==> src/hdl/bfpd_pkg.sv <==
// Shared op codes, status codes, transaction types and sequencer states for the byte FIFO.
`default_nettype none
package bfpd_pkg;

  localparam logic [2:0] OP_PUSH       = 3'd0;
  localparam logic [2:0] OP_PUSH_BURST = 3'd1;
  localparam logic [2:0] OP_POP        = 3'd2;
  localparam logic [2:0] OP_POP_BURST  = 3'd3;
  localparam logic [2:0] OP_PEEK       = 3'd4;
  localparam logic [2:0] OP_FLUSH      = 3'd5;

  localparam logic [2:0] ST_OK       = 3'd0;
  localparam logic [2:0] ST_EMPTY    = 3'd1;
  localparam logic [2:0] ST_OVERFLOW = 3'd2;
  localparam logic [2:0] ST_UNDERRUN = 3'd3;
  localparam logic [2:0] ST_REJECTED = 3'd4;
  localparam logic [2:0] ST_DROPPED  = 3'd5;

  typedef struct packed {
    logic [2:0] op;
    logic [7:0] byte_in;
    logic [7:0] length;
    logic       do_ensure;
  } in_t;

  typedef struct packed {
    logic [7:0] byte_out;
    logic [8:0] fill_level;
    logic [2:0] status;
    logic       burst_done;
  } out_t;

  typedef enum logic [2:0] {
    S_IDLE,
    S_EXEC,
    S_RD,
    S_ENS_CHK,
    S_ENS_RD,
    S_FIN
  } state_t;

endpackage
`default_nettype wire

==> src/hdl/bfpd_ram.sv <==
// Generic single-port RAM with registered read data.
`default_nettype none
module bfpd_ram #(
  parameter int WIDTH = 8,
  parameter int DEPTH = 256
) (
  input  wire logic                     clk,
  input  wire logic                     we,
  input  wire logic [$clog2(DEPTH)-1:0] addr,
  input  wire logic [WIDTH-1:0]         wdata,
  output logic      [WIDTH-1:0]         rdata
);

  logic [WIDTH-1:0] mem [DEPTH];

  always_ff @(posedge clk) begin
    if (we) begin
      mem[addr] <= wdata;
    end
    rdata <= mem[addr];
  end

endmodule
`default_nettype wire

==> src/hdl/byte_fifo_packet_drop.sv <==
// Top level: byte ring-buffer FIFO with burst checks and packet-drop ensure.
//
//  channel | dir | handshake           | payload
//  --------+-----+---------------------+---------------------
//  in_     | in  | in_valid / in_stall | bfpd_pkg::in_t
//  out_    | out | out_valid/out_stall | bfpd_pkg::out_t
//
// Sequencing: one transaction at a time. Push, burst push, flush, reject,
//   unused ops and every item that reads no byte (empty pop or peek,
//   dropped or underrun burst pop) go from execute to finish; a pop, peek
//   or burst pop that reads the store adds a read step (the store read is
//   registered). Ensure adds a check and a length-byte read per dropped
//   head packet, as the single store read port walks the length bytes.
// Reset: rst_n synchronous, active low; pointers, occupancy and burst state go
//   to zero. The store is not cleared; only written entries are ever read.
// Stalls: a finished result waits in the output register while the next input
//   transaction is accepted; out_stall only holds the block at result hand-off.
`default_nettype none
module byte_fifo_packet_drop #(
  parameter int DEPTH = 256
) (
  input  wire logic           clk,
  input  wire logic           rst_n,
  input  wire logic           in_valid,
  output logic                in_stall,
  input  wire bfpd_pkg::in_t  in_data,
  output logic                out_valid,
  input  wire logic           out_stall,
  output bfpd_pkg::out_t      out_data
);

  localparam int AW = $clog2(DEPTH);
  localparam int OW = $clog2(DEPTH + 1);
  // compare width: covers occupancy, 8-bit lengths and the fill-level field
  localparam int CW = ((OW > 8) ? OW : 8) + 1;
  localparam int PW = CW + 1;
  localparam logic [CW-1:0] DEPTH_C = CW'(DEPTH);
  localparam logic [PW-1:0] DEPTH_P = PW'(DEPTH);
  localparam logic [AW-1:0] LAST_P  = AW'(DEPTH - 1);

  bfpd_pkg::state_t state_r, state_nxt;
  bfpd_pkg::in_t    item_r, item_nxt;
  bfpd_pkg::out_t   out_data_r, out_data_nxt;

  logic [AW-1:0] rp_r, rp_nxt;
  logic [AW-1:0] wp_r, wp_nxt;
  logic [OW-1:0] occ_r, occ_nxt;
  logic [7:0]    bl_r, bl_nxt;
  logic          disc_r, disc_nxt;
  logic          take_r, take_nxt;
  logic [7:0]    bout_r, bout_nxt;
  logic [2:0]    status_r, status_nxt;
  logic          done_r, done_nxt;
  logic          out_valid_r, out_valid_nxt;

  // store port
  logic          ram_we;
  logic [AW-1:0] ram_addr;
  logic [7:0]    ram_rdata;

  // shared arithmetic
  logic [CW-1:0] occ_c;
  logic [CW-1:0] len_c;
  logic [CW-1:0] n_c;
  logic [CW-1:0] skip_c;
  logic [PW-1:0] rp_sum;
  logic [AW-1:0] rp_inc;
  logic [AW-1:0] wp_inc;
  logic [7:0]    n8;
  logic [7:0]    bl_work;
  logic          disc_work;
  logic          push_b;
  logic          full;
  logic          empty;

  bfpd_ram #(
    .WIDTH (8),
    .DEPTH (DEPTH)
  ) u_store (
    .clk   (clk),
    .we    (ram_we),
    .addr  (ram_addr),
    .wdata (item_r.byte_in),
    .rdata (ram_rdata)
  );

  assign occ_c   = CW'(occ_r);
  assign len_c   = CW'(item_r.length);
  assign n8      = (item_r.length == 8'd0) ? 8'd1 : item_r.length;
  assign n_c     = CW'(n8);
  assign skip_c  = CW'(ram_rdata);
  assign full    = (occ_c >= DEPTH_C);
  assign empty   = (occ_r == '0);
  assign push_b  = (item_r.op == bfpd_pkg::OP_PUSH_BURST);
  assign rp_inc  = (rp_r == LAST_P) ? '0 : rp_r + AW'(1);
  assign wp_inc  = (wp_r == LAST_P) ? '0 : wp_r + AW'(1);
  // head after dropping the length byte and the packet it announces
  assign rp_sum  = PW'(rp_r) + PW'(1) + PW'(ram_rdata);

  assign in_stall  = (state_r != bfpd_pkg::S_IDLE);
  assign out_valid = out_valid_r;
  assign out_data  = out_data_r;

  always_comb begin
    state_nxt     = state_r;
    item_nxt      = item_r;
    rp_nxt        = rp_r;
    wp_nxt        = wp_r;
    occ_nxt       = occ_r;
    bl_nxt        = bl_r;
    disc_nxt      = disc_r;
    take_nxt      = take_r;
    bout_nxt      = bout_r;
    status_nxt    = status_r;
    done_nxt      = done_r;
    out_data_nxt  = out_data_r;
    out_valid_nxt = out_valid_r & out_stall;
    ram_we        = 1'b0;
    ram_addr      = rp_r;
    bl_work       = bl_r;
    disc_work     = disc_r;

    unique case (state_r)
      bfpd_pkg::S_IDLE: begin
        if (in_valid) begin
          item_nxt  = in_data;
          state_nxt = bfpd_pkg::S_EXEC;
        end
      end

      bfpd_pkg::S_EXEC: begin
        bout_nxt   = 8'd0;
        status_nxt = bfpd_pkg::ST_OK;
        done_nxt   = 1'b0;
        take_nxt   = 1'b0;
        state_nxt  = bfpd_pkg::S_FIN;
        unique case (item_r.op)
          bfpd_pkg::OP_PUSH: begin
            if (full) begin
              rp_nxt     = '0;
              wp_nxt     = '0;
              occ_nxt    = '0;
              status_nxt = bfpd_pkg::ST_OVERFLOW;
            end else begin
              ram_we   = 1'b1;
              ram_addr = wp_r;
              wp_nxt   = wp_inc;
              occ_nxt  = occ_r + OW'(1);
            end
          end
          bfpd_pkg::OP_POP, bfpd_pkg::OP_PEEK: begin
            if (empty) begin
              status_nxt = bfpd_pkg::ST_EMPTY;
            end else begin
              take_nxt  = (item_r.op == bfpd_pkg::OP_POP);
              state_nxt = bfpd_pkg::S_RD;
            end
          end
          bfpd_pkg::OP_PUSH_BURST, bfpd_pkg::OP_POP_BURST: begin
            if (bl_r == 8'd0) begin
              // first item: check the whole burst
              bl_work   = n8;
              disc_work = 1'b0;
              if (push_b ? (occ_c + n_c > DEPTH_C) : (occ_c < n_c)) begin
                rp_nxt     = '0;
                wp_nxt     = '0;
                occ_nxt    = '0;
                disc_work  = 1'b1;
                status_nxt = push_b ? bfpd_pkg::ST_OVERFLOW : bfpd_pkg::ST_UNDERRUN;
              end
            end else if (disc_r) begin
              status_nxt = bfpd_pkg::ST_DROPPED;
            end else if (push_b ? full : empty) begin
              rp_nxt     = '0;
              wp_nxt     = '0;
              occ_nxt    = '0;
              disc_work  = 1'b1;
              status_nxt = push_b ? bfpd_pkg::ST_OVERFLOW : bfpd_pkg::ST_UNDERRUN;
            end
            if (!disc_work) begin
              if (push_b) begin
                ram_we   = 1'b1;
                ram_addr = wp_r;
                wp_nxt   = wp_inc;
                occ_nxt  = occ_r + OW'(1);
              end else begin
                take_nxt  = 1'b1;
                state_nxt = bfpd_pkg::S_RD;
              end
            end
            bl_work = bl_work - 8'd1;
            if (bl_work == 8'd0) begin
              done_nxt  = 1'b1;
              disc_work = 1'b0;
            end
            bl_nxt   = bl_work;
            disc_nxt = disc_work;
          end
          bfpd_pkg::OP_FLUSH: begin
            if (!item_r.do_ensure) begin
              rp_nxt  = '0;
              wp_nxt  = '0;
              occ_nxt = '0;
            end else if (len_c > DEPTH_C) begin
              status_nxt = bfpd_pkg::ST_REJECTED;
            end else begin
              state_nxt = bfpd_pkg::S_ENS_CHK;
            end
          end
          default: begin
          end
        endcase
      end

      bfpd_pkg::S_RD: begin
        bout_nxt = ram_rdata;
        if (take_r) begin
          rp_nxt  = rp_inc;
          occ_nxt = occ_r - OW'(1);
        end
        state_nxt = bfpd_pkg::S_FIN;
      end

      bfpd_pkg::S_ENS_CHK: begin
        // free space below request: fetch the next packet length byte
        if ((occ_c + len_c > DEPTH_C) && !empty) begin
          state_nxt = bfpd_pkg::S_ENS_RD;
        end else begin
          state_nxt = bfpd_pkg::S_FIN;
        end
      end

      bfpd_pkg::S_ENS_RD: begin
        if (skip_c >= occ_c) begin
          // announced packet longer than what is left
          rp_nxt  = '0;
          wp_nxt  = '0;
          occ_nxt = '0;
        end else begin
          rp_nxt  = AW'((rp_sum >= DEPTH_P) ? rp_sum - DEPTH_P : rp_sum);
          occ_nxt = OW'(occ_c - CW'(1) - skip_c);
        end
        state_nxt = bfpd_pkg::S_ENS_CHK;
      end

      bfpd_pkg::S_FIN: begin
        if (!out_valid_r || !out_stall) begin
          out_data_nxt.byte_out   = bout_r;
          out_data_nxt.fill_level = occ_c[8:0];
          out_data_nxt.status     = status_r;
          out_data_nxt.burst_done = done_r;
          out_valid_nxt           = 1'b1;
          state_nxt               = bfpd_pkg::S_IDLE;
        end
      end

      default: begin
        state_nxt = bfpd_pkg::S_IDLE;
      end
    endcase
  end

  always_ff @(posedge clk) begin
    if (!rst_n) begin
      state_r     <= bfpd_pkg::S_IDLE;
      rp_r        <= '0;
      wp_r        <= '0;
      occ_r       <= '0;
      bl_r        <= '0;
      disc_r      <= 1'b0;
      out_valid_r <= 1'b0;
    end else begin
      state_r     <= state_nxt;
      rp_r        <= rp_nxt;
      wp_r        <= wp_nxt;
      occ_r       <= occ_nxt;
      bl_r        <= bl_nxt;
      disc_r      <= disc_nxt;
      out_valid_r <= out_valid_nxt;
    end
  end

  always_ff @(posedge clk) begin
    item_r     <= item_nxt;
    take_r     <= take_nxt;
    bout_r     <= bout_nxt;
    status_r   <= status_nxt;
    done_r     <= done_nxt;
    out_data_r <= out_data_nxt;
  end

  // occupancy never passes the store depth
  a_occ_bound: assert property (@(posedge clk) disable iff (!rst_n)
    occ_c <= DEPTH_C)
    else $error("occupancy above depth");

  // a dropping burst always has items left
  a_disc_live: assert property (@(posedge clk) disable iff (!rst_n)
    disc_r |-> (bl_r != 8'd0))
    else $error("burst discard without active burst");

  // a new result only comes out of the finish step
  a_out_src: assert property (@(posedge clk) disable iff (!rst_n)
    (out_valid_r && !$past(out_valid_r && out_stall)) |-> $past(state_r == bfpd_pkg::S_FIN))
    else $error("result loaded outside finish step");

  // overflow and underrun results report an emptied FIFO
  a_flush_empty: assert property (@(posedge clk) disable iff (!rst_n)
    (out_valid_r && (out_data_r.status == bfpd_pkg::ST_OVERFLOW
                     || out_data_r.status == bfpd_pkg::ST_UNDERRUN))
    |-> (out_data_r.fill_level == 9'd0))
    else $error("flush status with nonzero fill level");

endmodule
`default_nettype wire
==> config.mk <==
export PLATFORM = sky130hd
export DESIGN_NAME = byte_fifo_packet_drop
export DESIGN_NICKNAME = d
export VERILOG_FILES = /design/src/hdl/bfpd_pkg.sv /design/src/hdl/bfpd_ram.sv /design/src/hdl/byte_fifo_packet_drop.sv
export SDC_FILE = /design/constraint.sdc
export NUM_CORES = 2
export LEC_CHECK = 0
export BUFFER_PORTS_ARGS = -buffer_cell sky130_fd_sc_hd__buf_4
export CELL_PAD_IN_SITES_DETAIL_PLACEMENT = 0
export CELL_PAD_IN_SITES_GLOBAL_PLACEMENT = 1
export CORE_MARGIN = 2
export CORE_UTILIZATION = 28
export DETAILED_ROUTE_END_ITERATION = 10
export HOLD_SLACK_MARGIN = 0.02
export PLACE_DENSITY_LB_ADDON = 0.15
export SYNTH_ARGS = -nofsm -noshare
export SYNTH_HDL_FRONTEND = slang
export SYNTH_SLANG_ARGS = --single-unit
==> constraint.sdc <==
create_clock -name clk -period 9 [get_ports clk]
set_input_delay 0.9 -clock clk [delete_from_list [all_inputs] [get_ports clk]]
set_output_delay 0.9 -clock clk [all_outputs]
set_load 0.02 [all_outputs]
Word level (Yosys, flattened, before mapping) --
Memory sizes are Yosys's and may differ from the RTL's. A register that Yosys moved wholly into a read port is not among the register bits. Index checks and enable logic that the tools add are counted.
Word-level totals: register bits after elaboration 92, bits in writable memories 2048, input port bits 24, output and inout port bits 23, logic and storage cells 174, memories 1
Memory list:
- u_store.mem | words 256, width 8, rd ports 1, clocked after memory_dff 1, write ports 1, RTL line bfpd_ram.sv:14 | logic [WIDTH-1:0] mem [DEPTH];
Cells by class: add/subtract/negate cells 12, order comparisons 7, equal/unequal tests 22, mux-type cells 88, bitwise logic cells 1, reductions and logical operators 24
Operators by type and width (number):
- 2-to-1 mux 8 bit | 27
- 2-to-1 mux 9 bit | 10
- one-hot mux 8 bit (3 select lines) | 3
- one-hot mux 9 bit (3 select lines) | 2
- one-hot mux 8 bit (2 select lines) | 3
- 2-to-1 mux 3 bit | 11
- adder 9 x 8 -> 10 bit | 3
- logical NOT 8 bit | 3
- 2-to-1 mux 1 bit | 24
- greater-than comparator 10 x 9 -> 1 bit, second input constant | 2
- one-hot mux 3 bit (6 select lines) | 1
- subtractor 9 x 1 -> 9 bit, second input constant | 2
- adder 8 x 1 -> 8 bit, second input constant | 2
- equality test 8 bit, second input constant | 2
- subtractor 8 x 1 -> 8 bit, second input constant | 2
- equality test 3 x 2 -> 1 bit, second input constant | 4
- equality test 3 bit, second input constant | 4
- inequality test 4 bit, second input constant | 3
- one-hot mux 3 bit (4 select lines) | 1
- >= comparator 10 x 9 -> 1 bit, second input constant | 1
- adder 8 x 1 -> 9 bit, second input constant | 1
- adder 9 x 1 -> 9 bit, second input constant | 1
- >= comparator 8 x 9 -> 1 bit | 1
- >= comparator 9 bit, second input constant | 1
- other kinds (22) | 40

Depth between registers and ports, before layout --
word-level depth 14, depth in mapped cells 23, depth with buffers taken out 18

Cells and area by module --
A second synthesis with hierarchy kept.
Second synthesis, totals: cells, all modules 4311, area total of the unflattened synthesis 85182.9 um^2
Modules (own cells, without submodules):
- bfpd_ram | times used 1, cells each 3547, area an instance 78492.8 um^2, sequential area each 61659.1 um^2
- byte_fifo_packet_drop | times used 1, cells each 764, area an instance 6690.2 um^2, sequential area each 2382.3 um^2

Worst setup path before layout --
OpenSTA, ideal clock, no wires.
path kind register to register, start register item_r[4] (netlist bit), end memory u_store.mem[102][0] (enable), library setup time 0.370 ns, data arrival time 4.633 ns, required time 8.630 ns, path slack 3.997 ns, cell stages (with the launch flop) 21, buffers on the path 5, clock period less this slack 5.003 ns, cell sequence edfxtp_1 -> nor4_1 -> a41oi_1 -> inv_1 -> ha_1 -> fa_1 -> nor2b_1 -> o21ai_1 -> a21oi_1 -> o311ai_1 -> o41ai_4 -> a21oi_1 -> buf_2 -> o211ai_2 -> buf_4 -> buf_4 -> buf_2 -> nor3b_1 -> nand2_1 -> clkbuf_1 -> nor2_1
On the way: longest elaborated chain between the ends 14, elaborated cells on any way between the ends 18, classes of those cells 1 x add/sub; 2 x order compare; 14 x mux; 1 x reduce/logical
RTL lines:
- from (decl) | RTL line byte_fifo_packet_drop.sv:42 | bfpd_pkg::in_t item_r, item_nxt;
- from (signal assigned) | RTL line byte_fifo_packet_drop.sv:284 | item_r <= item_nxt;
- logical NOT 8 bit | RTL line byte_fifo_packet_drop.sv:89 | assign n8 = (item_r.length == 8'd0) ? 8'd1 : item_r.length;
- 2-to-1 mux 8 bit * | RTL line byte_fifo_packet_drop.sv:89
- adder 9 x 8 -> 10 bit | RTL line byte_fifo_packet_drop.sv:164 | if (push_b ? (occ_c + n_c > DEPTH_C) : (occ_c < n_c)) begin
- greater-than comparator 10 x 9 -> 1 bit | RTL line byte_fifo_packet_drop.sv:164
- 2-to-1 mux 1 bit * (2 in a row) | RTL line byte_fifo_packet_drop.sv:164
- 2-to-1 mux 1 bit * | RTL line byte_fifo_packet_drop.sv:160 | if (bl_r == 8'd0) begin
- 2-to-1 mux 1 bit * | RTL line byte_fifo_packet_drop.sv:137 | unique case (item_r.op)
- 2-to-1 mux 1 bit * | RTL line byte_fifo_packet_drop.sv:123 | unique case (state_r)
- 2-to-1 mux 1 bit | RTL line byte_fifo_packet_drop.sv:180 | if (!disc_work) begin
- one-hot mux 1 bit (2 select lines) | RTL line byte_fifo_packet_drop.sv:137
- 2-to-1 mux 1 bit | RTL line byte_fifo_packet_drop.sv:123
- 2-to-1 mux 1 bit | RTL line bfpd_ram.sv:17 | if (we) begin
- 2-to-1 mux 1 bit (not written as such) | RTL line bfpd_ram.sv:18 | mem[addr] <= wdata;
- to (decl) | RTL line bfpd_ram.sv:14
Mark *: on every way between the ends. The rest lies on a longest branch, timed or not. The select of a mux whose other input is x is not followed.

Worst setup path in the final report --
start register item_r[4] (netlist bit), end register u_store.rdata[3] (read register of u_store.mem)
On the way: longest elaborated chain between the ends 12, elaborated cells on any way between the ends 13, classes of those cells 1 x add/sub; 2 x order compare; 9 x mux; 1 x reduce/logical
RTL lines:
- logical NOT 8 bit | RTL line byte_fifo_packet_drop.sv:89
- 2-to-1 mux 8 bit * | RTL line byte_fifo_packet_drop.sv:89
- adder 9 x 8 -> 10 bit | RTL line byte_fifo_packet_drop.sv:164
- greater-than comparator 10 x 9 -> 1 bit | RTL line byte_fifo_packet_drop.sv:164
- 2-to-1 mux 1 bit * (2 in a row) | RTL line byte_fifo_packet_drop.sv:164
- 2-to-1 mux 1 bit * | RTL line byte_fifo_packet_drop.sv:160
- 2-to-1 mux 1 bit * | RTL line byte_fifo_packet_drop.sv:137
- 2-to-1 mux 1 bit * | RTL line byte_fifo_packet_drop.sv:123
- 2-to-1 mux 8 bit * | RTL line byte_fifo_packet_drop.sv:180
- one-hot mux 8 bit (2 select lines) * | RTL line byte_fifo_packet_drop.sv:137
- 2-to-1 mux 8 bit * | RTL line byte_fifo_packet_drop.sv:123
- to (decl) | RTL line bfpd_ram.sv:11 | output logic [WIDTH-1:0] rdata
Marks and branches as above. A chain may end at the register's enable or synchronous reset.

==> metrics.md <==
| Metric | Value |
|---|---|
| Pleak | 32.9 nW |
| Hold Buf Count CTS | 0 |
| First-pass GRT wire length | 449 mm |
| Clock sink total | 2148 |
| Initial antenna violation count | 12 |
| Pwr/cell area | 308 mW/mm2 |
| Most used cell, CP | nor4_1 |
| Core area | 0.312 mm2 |
| EDFF count, synth | 2102 |
| Clk slew on worst S/H paths | 0.06 ns |
| Largest net degree at the start of global routing | 142 |
| Cell variety after synth | 85 |
| Layout cells sized above 1 | 9.23% |
| Syn Area/Cell | 12.8 um2 |
| Post-CTS Resized | 0 |
| Seq cells post-synth | 2148 |
| GRT Util Overall | 19.6% |
| Crit-path max FO | 82 |
| Max stage delay on crit path | 1.29 ns |
| Critical Path Source Type | flip-flop |
| Number of global-route vias before repair | 56000 |
| Status | complete, but fails checks |
| Syn nets | 6956 |
| 1st-iter DRT viols | 5049 |
| Yosys top cell by area | edfxtp_1 |
| Die area | 0.319 mm2 |
| VDD IR max | 0.303 mV |
| HP Class | in -> reg |
| End-of-flow core utilization | 32.5% |
| Setup CP Type | reg -> reg |
| Yosys top cell area share | 71.6% |
| Minimum clock period | 8.08 ns |
| Synthesized area | 0.0881 mm2 |
| Row cnt | 205 |
| Port Buf Inserts | 46 |
| Cts bufs inserted | 262 |
| Arrival @ worst endpoint | 8.79 ns |
| Worst endpoint required time | 9.71 ns |
| DIE WIDTH | 565 um |
| Failing checks | max-capacitance violations, max-slew violations |
| Final Hold Fails | 0 |
| Async SR Flop Fraction | 0% |
| Crit-path cells | nor4_1, a41oi_1, inv_1, ha_1, fa_1, nor2b_1, o21ai_1, a21oi_1, o311ai_1, o41ai_4, o2111ai_1, o211a_4, buf_12, a221oi_1, nor4_1, o22ai_1, nor4_1, nand3_1 |
| CP top delay family | compound AO/OA/AOI/OAI gates |
| GRT overflow | 0 |
| Die Y | 565 um |
| Drt drc | 0 |
| HPWL after DPL | 188 mm |
| Skew final | 0.0360 ns |
| Routed Antenna Nets | 0 |
| MaxCap Viol Count | 1 |
| Setup TNS | 0 ns |
| Final slew viol count | 2 |
| Final net count | 6964 |
| Fmax achieved | 124 MHz |
| CTS max path bufs | 4 |
| Most common cell after layout, fill and taps aside | edfxtp_1 |
| Final setup vio count | 0 |
| CTS tree | done |
| Syn-to-layout area delta | 15.2% |
| IO Count | 47 |
| 1st-pass router iterations | 6 |
| Clock Latency Late Sink | 0.89 ns |
| Vias/cell | 5.09 |
| Final period utilization | 89.7% |
| Synth warn | 0 |
| RSZ-0062 raised after global routing | no |
| Slowest CP cell | nor4_1 |
| Top post-synthesis cells by area | edfxtp_1, nand2_1, nand3_1, a21oi_1, a221oi_1 |
| Post-CTS setup buffers | 0 |
| GPL Wtd Cong | 0.799 |
| Most used DFF post-synth | edfxtp_1 |
| Initial core utilization | 28.2% |
| Most frequent cells in the layout | edfxtp_1, nand2_1, nand3_1, a21oi_1, nor2_1 |
| Max-slew headroom | -3.16% |
| Tot Pwr | 31.3 mW |
| Worst Path Buf+Inv | 2 |
| Wire per inst | 28.3 um |
| Syn Inst Count | 6879 |
| CTS H-Tree Depth | 5 |
| Root buffer cell | clkbuf_16 |
| CP endpoint kind | flip-flop |
| Total wire length | 318 mm |
| Seq/Total Area, Yosys | 72.7% |
| Worst-margin pin slew | 1.53 ns |
| Via count | 57200 |
[layout make-up]
cell class	instances	area, um2
fillers	30900	211000
repair buffers	227	2190
multi-input cells	4174	21800
clock buffers	346	7010
flip-flops and latches	2148	64000
inverters	74	278
well taps	4140	5180
clock inverters	120	1000
diodes	5	12.5
[power by group]
part,switching (mW),internal (mW)
logic,7.01,2.36
clock network,4.31,5.77
registers,0.182,11.6
[Yosys cell counts, types with 54 or more instances]
| cell type | instances |
|---|---|
| a21oi_1 | 367 |
| a221oi_1 | 176 |
| a41oi_1 | 82 |
| buf_2 | 247 |
| clkbuf_1 | 164 |
| edfxtp_1 | 2102 |
| inv_1 | 74 |
| mux2i_1 | 67 |
| nand2_1 | 1616 |
| nand3_1 | 936 |
| nor2_1 | 332 |
| nor4_1 | 60 |
| o211ai_1 | 54 |
| o21ai_0 | 61 |
[routing by layer]
layer | track usage, % | vias to the layer above | share of wire, %
li1 | - | 25600 | -
met1 | 27.8 | 29600 | 46
met2 | 32.0 | 1529 | 47
met3 | 2.62 | 343 | 4.9
met4 | 4.07 | 2 | 2.0
met5 | 0 | - | 0.0041
[state kept, by name, indices dropped and copies added, names as in the netlist]
name	count
state_r	3
rp_r	8
out_valid	1
occ_r	9
wp_r	8
disc_r	1
u_store.mem	2048
item_r	20
bl_r	8
take_r	1
bout_r	8
out_data	21
u_store.rdata	8
done_r	1
status_r	3
[path summary, 6_finish.rpt]
kind              slack, ns                        to  cells after the start               startpoint
setup / recovery       0.92  u_store.rdata[3]$_DFF_P_                     18      item_r[4]$_DFFE_PP_
hold / removal         0.20      item_r[13]$_DFFE_PP_                      1              in_data[13]
setup reg to reg       0.92  u_store.rdata[3]$_DFF_P_                     18      item_r[4]$_DFFE_PP_
hold reg to reg        0.42    out_data[16]$_DFFE_PP_                      0  bout_r[3]$_SDFFCE_PN0P_
[through the flow]
| step | hold slack, ns | worst slack (ns) | cells | instance area, um2 |
|---|---|---|---|---|
| detailed placement | 0.406 | 1.12 | 10800 | 93500 |
| finish | 0.195 | 0.925 | 11200 | 102000 |
| global placement | 0.405 | 1.04 | 10800 | 93400 |
| floorplan | 0.400 | 4.00 | 6879 | 88100 |
| global route | 0.146 | 0.584 | 11200 | 102000 |
| CTS | 0.121 | 1.08 | 11200 | 102000 |
[kinds of logic after synthesis]
| logic type | share of synthesized area, % |
|---|---|
| AO/OA/AOI/OAI | 7.32 |
| adder cells (fa/ha/maj) | 0.787 |
| multiplexers | 1.17 |
| XOR/XNOR | 0.328 |
| buffers and inverters | 2.89 |
| AND/OR/NAND/NOR | 14.8 |
| flip-flops | 72.7 |
No activity file was read; power rests on OpenSTA's default activity.
